$ cat config.mk
export PLATFORM = sky130hd
export DESIGN_NAME = rc4_stream_cipher
export DESIGN_NICKNAME = d
export VERILOG_FILES = /design/src/hdl/rc4_pkg.sv /design/src/hdl/rc4_stream_cipher.sv
export SDC_FILE = /design/constraint.sdc
export NUM_CORES = 2
export LEC_CHECK = 0
export BUFFER_PORTS_ARGS = -buffer_cell sky130_fd_sc_hd__buf_2
export CAP_MARGIN = 20
export CORE_ASPECT_RATIO = 0.5
export CORE_MARGIN = 2
export CORE_UTILIZATION = 55
export CTS_CLUSTER_DIAMETER = 40
export DETAILED_ROUTE_END_ITERATION = 8
export PLACE_DENSITY_LB_ADDON = 0.25
export RECOVER_POWER = 100
export SKIP_CTS_REPAIR_TIMING = 1
export SLEW_MARGIN = 20
export SYNTH_ARGS = -nofsm -noshare
export SYNTH_HDL_FRONTEND = slang
export SYNTH_SLANG_ARGS = --single-unit
$ cat constraint.sdc
create_clock -name clk -period 11.7 [get_ports clk]
set_input_delay 3.51 -clock clk [delete_from_list [all_inputs] [get_ports clk]]
set_output_delay 3.51 -clock clk [all_outputs]
set_load 0.02 [all_outputs]
$ cat src/hdl/rc4_pkg.sv
package rc4_pkg;

    // Key storage: four 64-bit words, byte n at bits 8*(n%8) of word n/8
    localparam int KEY_WORDS     = 4;
    localparam int KEY_WORD_W    = 64;
    localparam int MAX_KEY_BYTES = 32;
    localparam int KIDX_W        = $clog2(MAX_KEY_BYTES);
    localparam int KEY_LEN_W     = 6;
    localparam int CFG_IDX_W     = 3;

    // Configuration register indexes
    localparam logic [CFG_IDX_W-1:0] CFG_KEY_WORD_0 = 3'd0;
    localparam logic [CFG_IDX_W-1:0] CFG_KEY_WORD_1 = 3'd1;
    localparam logic [CFG_IDX_W-1:0] CFG_KEY_WORD_2 = 3'd2;
    localparam logic [CFG_IDX_W-1:0] CFG_KEY_WORD_3 = 3'd3;
    localparam logic [CFG_IDX_W-1:0] CFG_KEY_LENGTH = 3'd4;

    localparam logic [KEY_LEN_W-1:0] KEY_LENGTH_RESET = 6'd16;

    typedef struct packed {
        logic [7:0] data_byte;
        logic       last_of_message;
    } data_t;

    typedef struct packed {
        logic [7:0] result_byte;
        logic       result_last;
    } result_t;

    // Microcode addresses
    typedef logic [3:0] step_t;

    localparam step_t ST_IDLE = 4'd0;
    localparam step_t ST_INIT = 4'd1;
    localparam step_t ST_K0   = 4'd2;
    localparam step_t ST_K1   = 4'd3;
    localparam step_t ST_K2   = 4'd4;
    localparam step_t ST_K3   = 4'd5;
    localparam step_t ST_KEND = 4'd6;
    localparam step_t ST_G1   = 4'd7;
    localparam step_t ST_G2   = 4'd8;
    localparam step_t ST_G3   = 4'd9;
    localparam step_t ST_G4   = 4'd10;
    localparam step_t ST_G5   = 4'd11;

    typedef enum logic [1:0] {
        SEQ_NEXT,
        SEQ_LOOP,
        SEQ_ACCEPT,
        SEQ_EMIT
    } seq_op_t;

    typedef enum logic [2:0] {
        RD_NONE,
        RD_N,
        RD_N_INC,
        RD_JSUM,
        RD_T
    } rd_op_t;

    typedef enum logic [1:0] {
        WR_NONE,
        WR_N_IDX,
        WR_N_Q,
        WR_J_SI
    } wr_op_t;

    typedef enum logic [1:0] {
        J_HOLD,
        J_SUM,
        J_SUM_KEY,
        J_CLR
    } j_op_t;

    typedef struct packed {
        seq_op_t seq;
        step_t   target;
        rd_op_t  rd;
        wr_op_t  wr;
        j_op_t   j_op;
        logic    n_inc;
        logic    kidx_step;
        logic    si_ld;
        logic    sj_ld;
        logic    byp_ld;
        logic    need_clr;
    } ctl_t;

    // Control store
    function automatic ctl_t ucode(input step_t s);
        ctl_t c;
        c        = '0;
        c.seq    = SEQ_NEXT;
        c.target = ST_IDLE;
        c.rd     = RD_NONE;
        c.wr     = WR_NONE;
        c.j_op   = J_HOLD;
        unique case (s)
            ST_IDLE:
            begin
                c.seq = SEQ_ACCEPT;
            end
            ST_INIT:
            begin
                c.seq    = SEQ_LOOP;
                c.target = ST_INIT;
                c.wr     = WR_N_IDX;
                c.n_inc  = 1'b1;
            end
            ST_K0:
            begin
                c.rd = RD_N;
            end
            ST_K1:
            begin
                c.rd    = RD_JSUM;
                c.j_op  = J_SUM_KEY;
                c.si_ld = 1'b1;
            end
            ST_K2:
            begin
                c.wr = WR_N_Q;
            end
            ST_K3:
            begin
                c.seq       = SEQ_LOOP;
                c.target    = ST_K0;
                c.wr        = WR_J_SI;
                c.n_inc     = 1'b1;
                c.kidx_step = 1'b1;
            end
            ST_KEND:
            begin
                c.j_op     = J_CLR;
                c.need_clr = 1'b1;
            end
            ST_G1:
            begin
                c.rd    = RD_N_INC;
                c.n_inc = 1'b1;
            end
            ST_G2:
            begin
                c.rd    = RD_JSUM;
                c.j_op  = J_SUM;
                c.si_ld = 1'b1;
            end
            ST_G3:
            begin
                c.wr    = WR_N_Q;
                c.sj_ld = 1'b1;
            end
            ST_G4:
            begin
                c.wr     = WR_J_SI;
                c.rd     = RD_T;
                c.byp_ld = 1'b1;
            end
            ST_G5:
            begin
                c.seq = SEQ_EMIT;
            end
            default:
            begin
                c.seq = SEQ_ACCEPT;
            end
        endcase
        return c;
    endfunction

endpackage

$ cat src/hdl/rc4_stream_cipher.sv
// RC4 stream cipher, one byte per beat: each data byte is XORed with the next keystream
// byte, so the same block encrypts and decrypts. No new byte is taken until the result of
// the previous byte has been emitted; the microcode walks the dependent S[i], S[j], S[t]
// reads and the swap through one 256 x 8 permutation memory with one read port, one write
// port and registered read. A result that is not taken holds the sequencer at its last
// step until the output register frees. The first byte after reset, and the first after a
// byte marked last, also runs the key schedule over the configured key first: it loads
// the identity permutation, then runs one key schedule step per permutation entry.
// Key registers may be written at any time and are used at the next key schedule; key
// length 0 acts as 1 and lengths above 32 saturate to 32.
module rc4_stream_cipher
(
    input  logic                              clk,
    input  logic                              rst_n,
    input  logic                              cfg_we,
    input  logic [rc4_pkg::CFG_IDX_W-1:0]     cfg_index,
    input  logic [rc4_pkg::KEY_WORD_W-1:0]    cfg_data,
    input  logic                              data_valid,
    output logic                              data_ready,
    input  rc4_pkg::data_t                    data,
    output logic                              result_valid,
    input  logic                              result_ready,
    output rc4_pkg::result_t                  result
);

    localparam int KEY_BITS = rc4_pkg::KEY_WORDS * rc4_pkg::KEY_WORD_W;

    // Control state
    rc4_pkg::step_t                    step_reg, step_next;
    logic [7:0]                        n_reg, n_next;
    logic [7:0]                        j_reg, j_next;
    logic [rc4_pkg::KIDX_W-1:0]        kidx_reg, kidx_next;
    logic                              need_reg, need_next;
    logic                              out_valid_reg, out_valid_next;

    logic [rc4_pkg::KEY_WORD_W-1:0]    key_reg [rc4_pkg::KEY_WORDS];
    logic [rc4_pkg::KEY_LEN_W-1:0]     key_len_reg;

    // Datapath
    rc4_pkg::data_t                    din_reg;
    rc4_pkg::result_t                  out_reg;
    logic [7:0]                        si_reg;
    logic [7:0]                        sj_reg;
    logic                              byp_reg;
    logic [7:0]                        mem_q_reg;
    logic [7:0]                        perm_mem [256];

    rc4_pkg::ctl_t                     ctl;
    logic                              accept;
    logic                              out_free;
    logic                              emit;
    logic [KEY_BITS-1:0]               key_bits;
    logic [7:0]                        key_byte;
    logic [rc4_pkg::KEY_LEN_W-1:0]     eff_len;
    logic [rc4_pkg::KEY_LEN_W-1:0]     len_m1;
    logic [7:0]                        jsum;
    logic [7:0]                        t_addr;
    logic [7:0]                        keystream;
    logic                              rd_en;
    logic [7:0]                        rd_addr;
    logic                              wr_en;
    logic [7:0]                        wr_addr;
    logic [7:0]                        wr_data;

    assign ctl        = rc4_pkg::ucode(step_reg);
    assign data_ready = (ctl.seq == rc4_pkg::SEQ_ACCEPT);
    assign accept     = data_ready && data_valid;
    assign out_free   = !out_valid_reg || result_ready;
    assign emit       = (ctl.seq == rc4_pkg::SEQ_EMIT) && out_free;

    assign result_valid = out_valid_reg;
    assign result       = out_reg;

    // Key byte selection
    assign key_bits = {key_reg[3], key_reg[2], key_reg[1], key_reg[0]};
    assign key_byte = key_bits[{kidx_reg, 3'b000} +: 8];

    always_comb
    begin
        if (key_len_reg == '0)
        begin
            eff_len = rc4_pkg::KEY_LEN_W'(1);
        end
        else if (key_len_reg > rc4_pkg::KEY_LEN_W'(rc4_pkg::MAX_KEY_BYTES))
        begin
            eff_len = rc4_pkg::KEY_LEN_W'(rc4_pkg::MAX_KEY_BYTES);
        end
        else
        begin
            eff_len = key_len_reg;
        end
    end

    assign len_m1 = eff_len - rc4_pkg::KEY_LEN_W'(1);

    assign jsum      = j_reg + mem_q_reg +
                       ((ctl.j_op == rc4_pkg::J_SUM_KEY) ? key_byte : 8'd0);
    assign t_addr    = si_reg + sj_reg;
    assign keystream = byp_reg ? si_reg : mem_q_reg;

    // Memory port selection
    always_comb
    begin
        rd_en   = 1'b1;
        rd_addr = n_reg;
        unique case (ctl.rd)
            rc4_pkg::RD_NONE:  rd_en   = 1'b0;
            rc4_pkg::RD_N:     rd_addr = n_reg;
            rc4_pkg::RD_N_INC: rd_addr = n_reg + 8'd1;
            rc4_pkg::RD_JSUM:  rd_addr = jsum;
            rc4_pkg::RD_T:     rd_addr = t_addr;
            default:           rd_en   = 1'b0;
        endcase

        wr_en   = 1'b1;
        wr_addr = n_reg;
        wr_data = mem_q_reg;
        unique case (ctl.wr)
            rc4_pkg::WR_NONE:  wr_en   = 1'b0;
            rc4_pkg::WR_N_IDX: wr_data = n_reg;
            rc4_pkg::WR_N_Q:   wr_data = mem_q_reg;
            rc4_pkg::WR_J_SI:
            begin
                wr_addr = j_reg;
                wr_data = si_reg;
            end
            default:           wr_en   = 1'b0;
        endcase
    end

    // Sequencer and control state next values
    always_comb
    begin
        step_next      = step_reg;
        n_next         = n_reg;
        j_next         = j_reg;
        kidx_next      = kidx_reg;
        need_next      = need_reg;
        out_valid_next = out_valid_reg;

        unique case (ctl.seq)
            rc4_pkg::SEQ_NEXT:
            begin
                step_next = step_reg + rc4_pkg::step_t'(1);
            end
            rc4_pkg::SEQ_LOOP:
            begin
                step_next = (n_reg == 8'hFF) ? step_reg + rc4_pkg::step_t'(1) : ctl.target;
            end
            rc4_pkg::SEQ_ACCEPT:
            begin
                if (accept)
                begin
                    step_next = need_reg ? rc4_pkg::ST_INIT : rc4_pkg::ST_G1;
                    if (need_reg)
                    begin
                        n_next    = 8'd0;
                        j_next    = 8'd0;
                        kidx_next = '0;
                    end
                end
            end
            rc4_pkg::SEQ_EMIT:
            begin
                if (emit)
                begin
                    step_next = rc4_pkg::ST_IDLE;
                end
            end
            default:
            begin
                step_next = rc4_pkg::ST_IDLE;
            end
        endcase

        if (ctl.n_inc)
        begin
            n_next = n_reg + 8'd1;
        end

        if (ctl.kidx_step)
        begin
            kidx_next = (rc4_pkg::KEY_LEN_W'(kidx_reg) == len_m1) ? '0 :
                        kidx_reg + rc4_pkg::KIDX_W'(1);
        end

        case (ctl.j_op) inside
            rc4_pkg::J_SUM, rc4_pkg::J_SUM_KEY: j_next = jsum;
            rc4_pkg::J_CLR:                     j_next = 8'd0;
            default:                            ;
        endcase

        if (ctl.need_clr)
        begin
            need_next = 1'b0;
        end

        if (emit)
        begin
            need_next      = din_reg.last_of_message;
            out_valid_next = 1'b1;
        end
        else if (result_ready)
        begin
            out_valid_next = 1'b0;
        end
    end

    always_ff @(posedge clk or negedge rst_n)
    begin
        if (!rst_n)
        begin
            step_reg      <= rc4_pkg::ST_IDLE;
            n_reg         <= 8'd0;
            j_reg         <= 8'd0;
            kidx_reg      <= '0;
            need_reg      <= 1'b1;
            out_valid_reg <= 1'b0;
            key_reg[0]    <= '0;
            key_reg[1]    <= '0;
            key_reg[2]    <= '0;
            key_reg[3]    <= '0;
            key_len_reg   <= rc4_pkg::KEY_LENGTH_RESET;
        end
        else
        begin
            step_reg      <= step_next;
            n_reg         <= n_next;
            j_reg         <= j_next;
            kidx_reg      <= kidx_next;
            need_reg      <= need_next;
            out_valid_reg <= out_valid_next;
            if (cfg_we)
            begin
                unique case (cfg_index) inside
                    rc4_pkg::CFG_KEY_WORD_0, rc4_pkg::CFG_KEY_WORD_1,
                    rc4_pkg::CFG_KEY_WORD_2, rc4_pkg::CFG_KEY_WORD_3:
                        key_reg[cfg_index[1:0]] <= cfg_data;
                    rc4_pkg::CFG_KEY_LENGTH:
                        key_len_reg <= cfg_data[rc4_pkg::KEY_LEN_W-1:0];
                    default:
                        ;
                endcase
            end
        end
    end

    // Payload registers and permutation memory
    always_ff @(posedge clk)
    begin
        if (accept)
        begin
            din_reg <= data;
        end
        if (ctl.si_ld)
        begin
            si_reg <= mem_q_reg;
        end
        if (ctl.sj_ld)
        begin
            sj_reg <= mem_q_reg;
        end
        if (ctl.byp_ld)
        begin
            // S[j] is written in the same cycle as the S[t] read
            byp_reg <= (t_addr == j_reg);
        end
        if (emit)
        begin
            out_reg.result_byte <= din_reg.data_byte ^ keystream;
            out_reg.result_last <= din_reg.last_of_message;
        end
        if (wr_en)
        begin
            perm_mem[wr_addr] <= wr_data;
        end
        if (rd_en)
        begin
            mem_q_reg <= perm_mem[rd_addr];
        end
    end

endmodule

==> impl_metrics.env <==
export IMPL_status="finished with violations"
export IMPL_failed_checks="capacitance limit, slew limit"
export IMPL_finalCritPeriodShare_pct=89.7
export IMPL_drive_above_1_share_pct=12.5
export IMPL_yosysTopAreaCellShare_pct=63.8
export IMPL_whs_ps=460
export IMPL_synth_edf_count=2091
export IMPL_cp_buffers_inverters=3
export IMPL_cts_root_buf="clkbuf_16"
export IMPL_fin_area_mm2=0.107
export IMPL_met1_usage_pct=46.2
export IMPL_cp_arrival_ps=11190
export IMPL_yosysWarningCount=0
export IMPL_multi_input_area_mm2=0.0260
export IMPL_detail_route_wl_per_cell_um=30.5
export IMPL_grt_max_degree=178
export IMPL_grt_pass1_vias=59641
export IMPL_slew_headroom_pct=-316
export IMPL_overflow=0
export IMPL_antenna_found_initial=19
export IMPL_regMostFlops="perm_mem"
export IMPL_netlist_instances=7241
export IMPL_die_h_um=303
export IMPL_avgSynthCellArea_um2=13.6
export IMPL_rrSetupSlack_ps=1210
export IMPL_path_clk_slew_ps=70
export IMPL_cp_cell_sequence="buf_4, mux4_2, mux4_2, nand2_1, nand2_1, nand2_1, fa_1, inv_1, ha_1, inv_1, fa_1, nand2b_1, a21oi_1, xnor2_1, o221ai_1, nand2_1, nor2_1, nand3_1, a31oi_1, nor4_1, o32ai_1"
export IMPL_cp_top_family="simple AND/OR/NAND/NOR gates"
export IMPL_wirelength_um=297000
export IMPL_crit_type="flip-flop to flip-flop"
export IMPL_drt_iter0_drc=11522
export IMPL_setup_viol=0
export IMPL_ys_flop_type="edfxtp_1"
export IMPL_use_met2_pct=44.8
export IMPL_worstPathRequired_ps=12400
export IMPL_via_per_inst=6.58
export IMPL_final_min_clock_period_ps=10490
export IMPL_hold_viol_final=0
export IMPL_hp_class="flip-flop to flip-flop"
export IMPL_initial_core_util_pct=55.5
export IMPL_seq_area_mm2=0.0700
export IMPL_tightest_slew_ps=6250
export IMPL_yosys_cell_types_count=91
export IMPL_grtUsageTotal_pct=32.2
export IMPL_ys_seq_area_share_pct=71.1
export IMPL_die_w_um=602
export IMPL_ys_top_cells_by_area="edfxtp_1 (64%), dfrtp_1 (7.3%), nand2_1 (6.9%)"
export IMPL_synthArstFlopShare_pct=12.1
export IMPL_met3_usage_pct=13.6
export IMPL_antenna_left=0
export IMPL_netlist_area_mm2=0.0984
export IMPL_clock_latency_ps=880
export IMPL_nets=7299
export IMPL_synth_area_leader_cell="edfxtp_1"
export IMPL_cp_common_cell="nand2_1"
export IMPL_core_rowCount=109
export IMPL_clock_sinks=2380
export IMPL_htreeDepth=4
export IMPL_slowest_delay_ps=1630
export IMPL_dpl_cell_area_mm2=0.101
export IMPL_die_area_mm2=0.183
export IMPL_timing_fmax_ghz=0.0953
export IMPL_gp_congestion=0.974
export IMPL_clock_skew_ps=62.1
export IMPL_cp_end_kind="flip-flop"
export IMPL_ios=92
export IMPL_areaGrowthSynthToFinish_pct=8.98
export IMPL_critPathLaunchType="flip-flop"
export IMPL_cts_tree="done"
export IMPL_clockBufferDepth=4
export IMPL_largest_reg_flops=2048
export IMPL_ys_ff_latch=2380
export IMPL_core_area_mm2=0.177
export IMPL_fin_tns_setup_ps=0
export IMPL_synthesis_nets=7353
export IMPL_grt_pass1_wl_um=425000
export IMPL_cts_made_buffers=215
export IMPL_firstDrtPassIters=7
export IMPL_vias=64139
export IMPL_busiest_layer="met1"
export IMPL_drcViolationCount=0
export IMPL_cap_violations=26
export IMPL_drv_slew=1776
export IMPL_portBuffers=91
export IMPL_slowest_stage="o221ai_1"
export IMPL_fillers=13398
export IMPL_crit_fanout=38
export IMPL_hpwlAfterDp_um=179000
export IMPL_rsz0062_at_grt="false"
[per-stage QoR]
step                      setup slack [ps]  cells  utilization (%)
after CTS                             2650   9735             60.6
after global placement                2410   9353             56.8
after floorplan                       5940   7241                -
after detailed placement              2620   9354             56.8
after global routing                  1160   9740             60.5
final                                 1210   9744             60.5
[worst reg2reg max path, stage by stage, from the launching register on]
cell and delay (ps):
dfrtp_4 810, buf_4 710, mux4_2 600, mux4_2 500, nand2_1 100, nand2_1 90
nand2_1 110, fa_1 430, inv_1 80, ha_1 160, inv_1 70, fa_1 450
nand2b_1 160, a21oi_1 230, xnor2_1 190, o221ai_1 1630, nand2_1 1320, nor2_1 1290
nand3_1 290, a31oi_1 770, nor4_1 120, o32ai_1 250
[final timing paths]
check	startpoint	end	cells past startpoint
min	din_reg[0]	result[0]	0
max reg2reg	kidx_reg[0]	mem_q_reg[1]	21
min in group asynchronous	rst_n	key_bits[150]	1
min reg2reg	din_reg[0]	result[0]	0
max in group asynchronous	rst_n	key_bits[2]	2
max	kidx_reg[0]	mem_q_reg[1]	21
[logic make-up (layout without fill, tap and decap cells)]
| family | count (synthesis) | count (layout) | synth area share (%) |
|---|---|---|---|
| and+or+nand+nor | 3137 | 3137 | 13.7 |
| DFF | 2380 | 2380 | 71.1 |
| AOI/OAI and AO/OA | 680 | 680 | 4.99 |
| buffers and inverters | 511 | 621 | 2.71 |
| muxes | 469 | 469 | 6.73 |
| xor gates and xnor gates | 33 | 33 | 0.294 |
| adders and majority gates | 31 | 31 | 0.463 |
| other | 0 | 7 | 0 |
[placed cells by master (no fill, tap or decap), types with 128 or more instances in the layout]
cell type  netlist  layout
mux4_2         128     128
mux2_2         260     260
nor2_1         321     314
nand2_1       1814    1807
dfrtp_1        287     285
nand3_1        695     695
edfxtp_1      2091    2091
clkbuf_16        0     217
and3_1         146     146
a31oi_1        150     149
[cell type report]
class / count / share of cell area (%)
inverters: 30 / 0.126
repair buffers: 210 / 1.38
flip-flops and latches: 2380 / 65.3
multi-input cells: 4350 / 24.2
clock buffers: 274 / 5.32
clock inverters: 107 / 0.920
diodes: 7 / 0.0163
well taps: 2386 / 2.78
[per-layer routing]
layer / share of wire (%) / vias up
met5: 0.12 / -
li1: - / 26799
met1: 38 / 31894
met2: 42 / 4764
met3: 17 / 668
met4: 3.3 / 14
[Yosys cell counts (22+ instances only)]
| cell type | count |
|---|---|
| a21oi_1 | 72 |
| a311oi_1 | 126 |
| a31oi_1 | 150 |
| a32oi_1 | 54 |
| and3_1 | 146 |
| buf_2 | 222 |
| buf_4 | 64 |
| buf_6 | 27 |
| clkbuf_1 | 144 |
| dfrtp_1 | 287 |
| edfxtp_1 | 2091 |
| ha_1 | 22 |
| inv_1 | 29 |
| mux2_2 | 260 |
| mux2i_1 | 81 |
| mux4_2 | 128 |
| nand2_1 | 1814 |
| nand3_1 | 695 |
| nand4_1 | 37 |
| nor2_1 | 321 |
| nor3_1 | 29 |
| o21ai_0 | 66 |
| o22ai_1 | 42 |
| xnor2_1 | 22 |
Power is not shown: default switching activity piles up to over one toggle a cycle in this logic, so the estimate is an artifact.
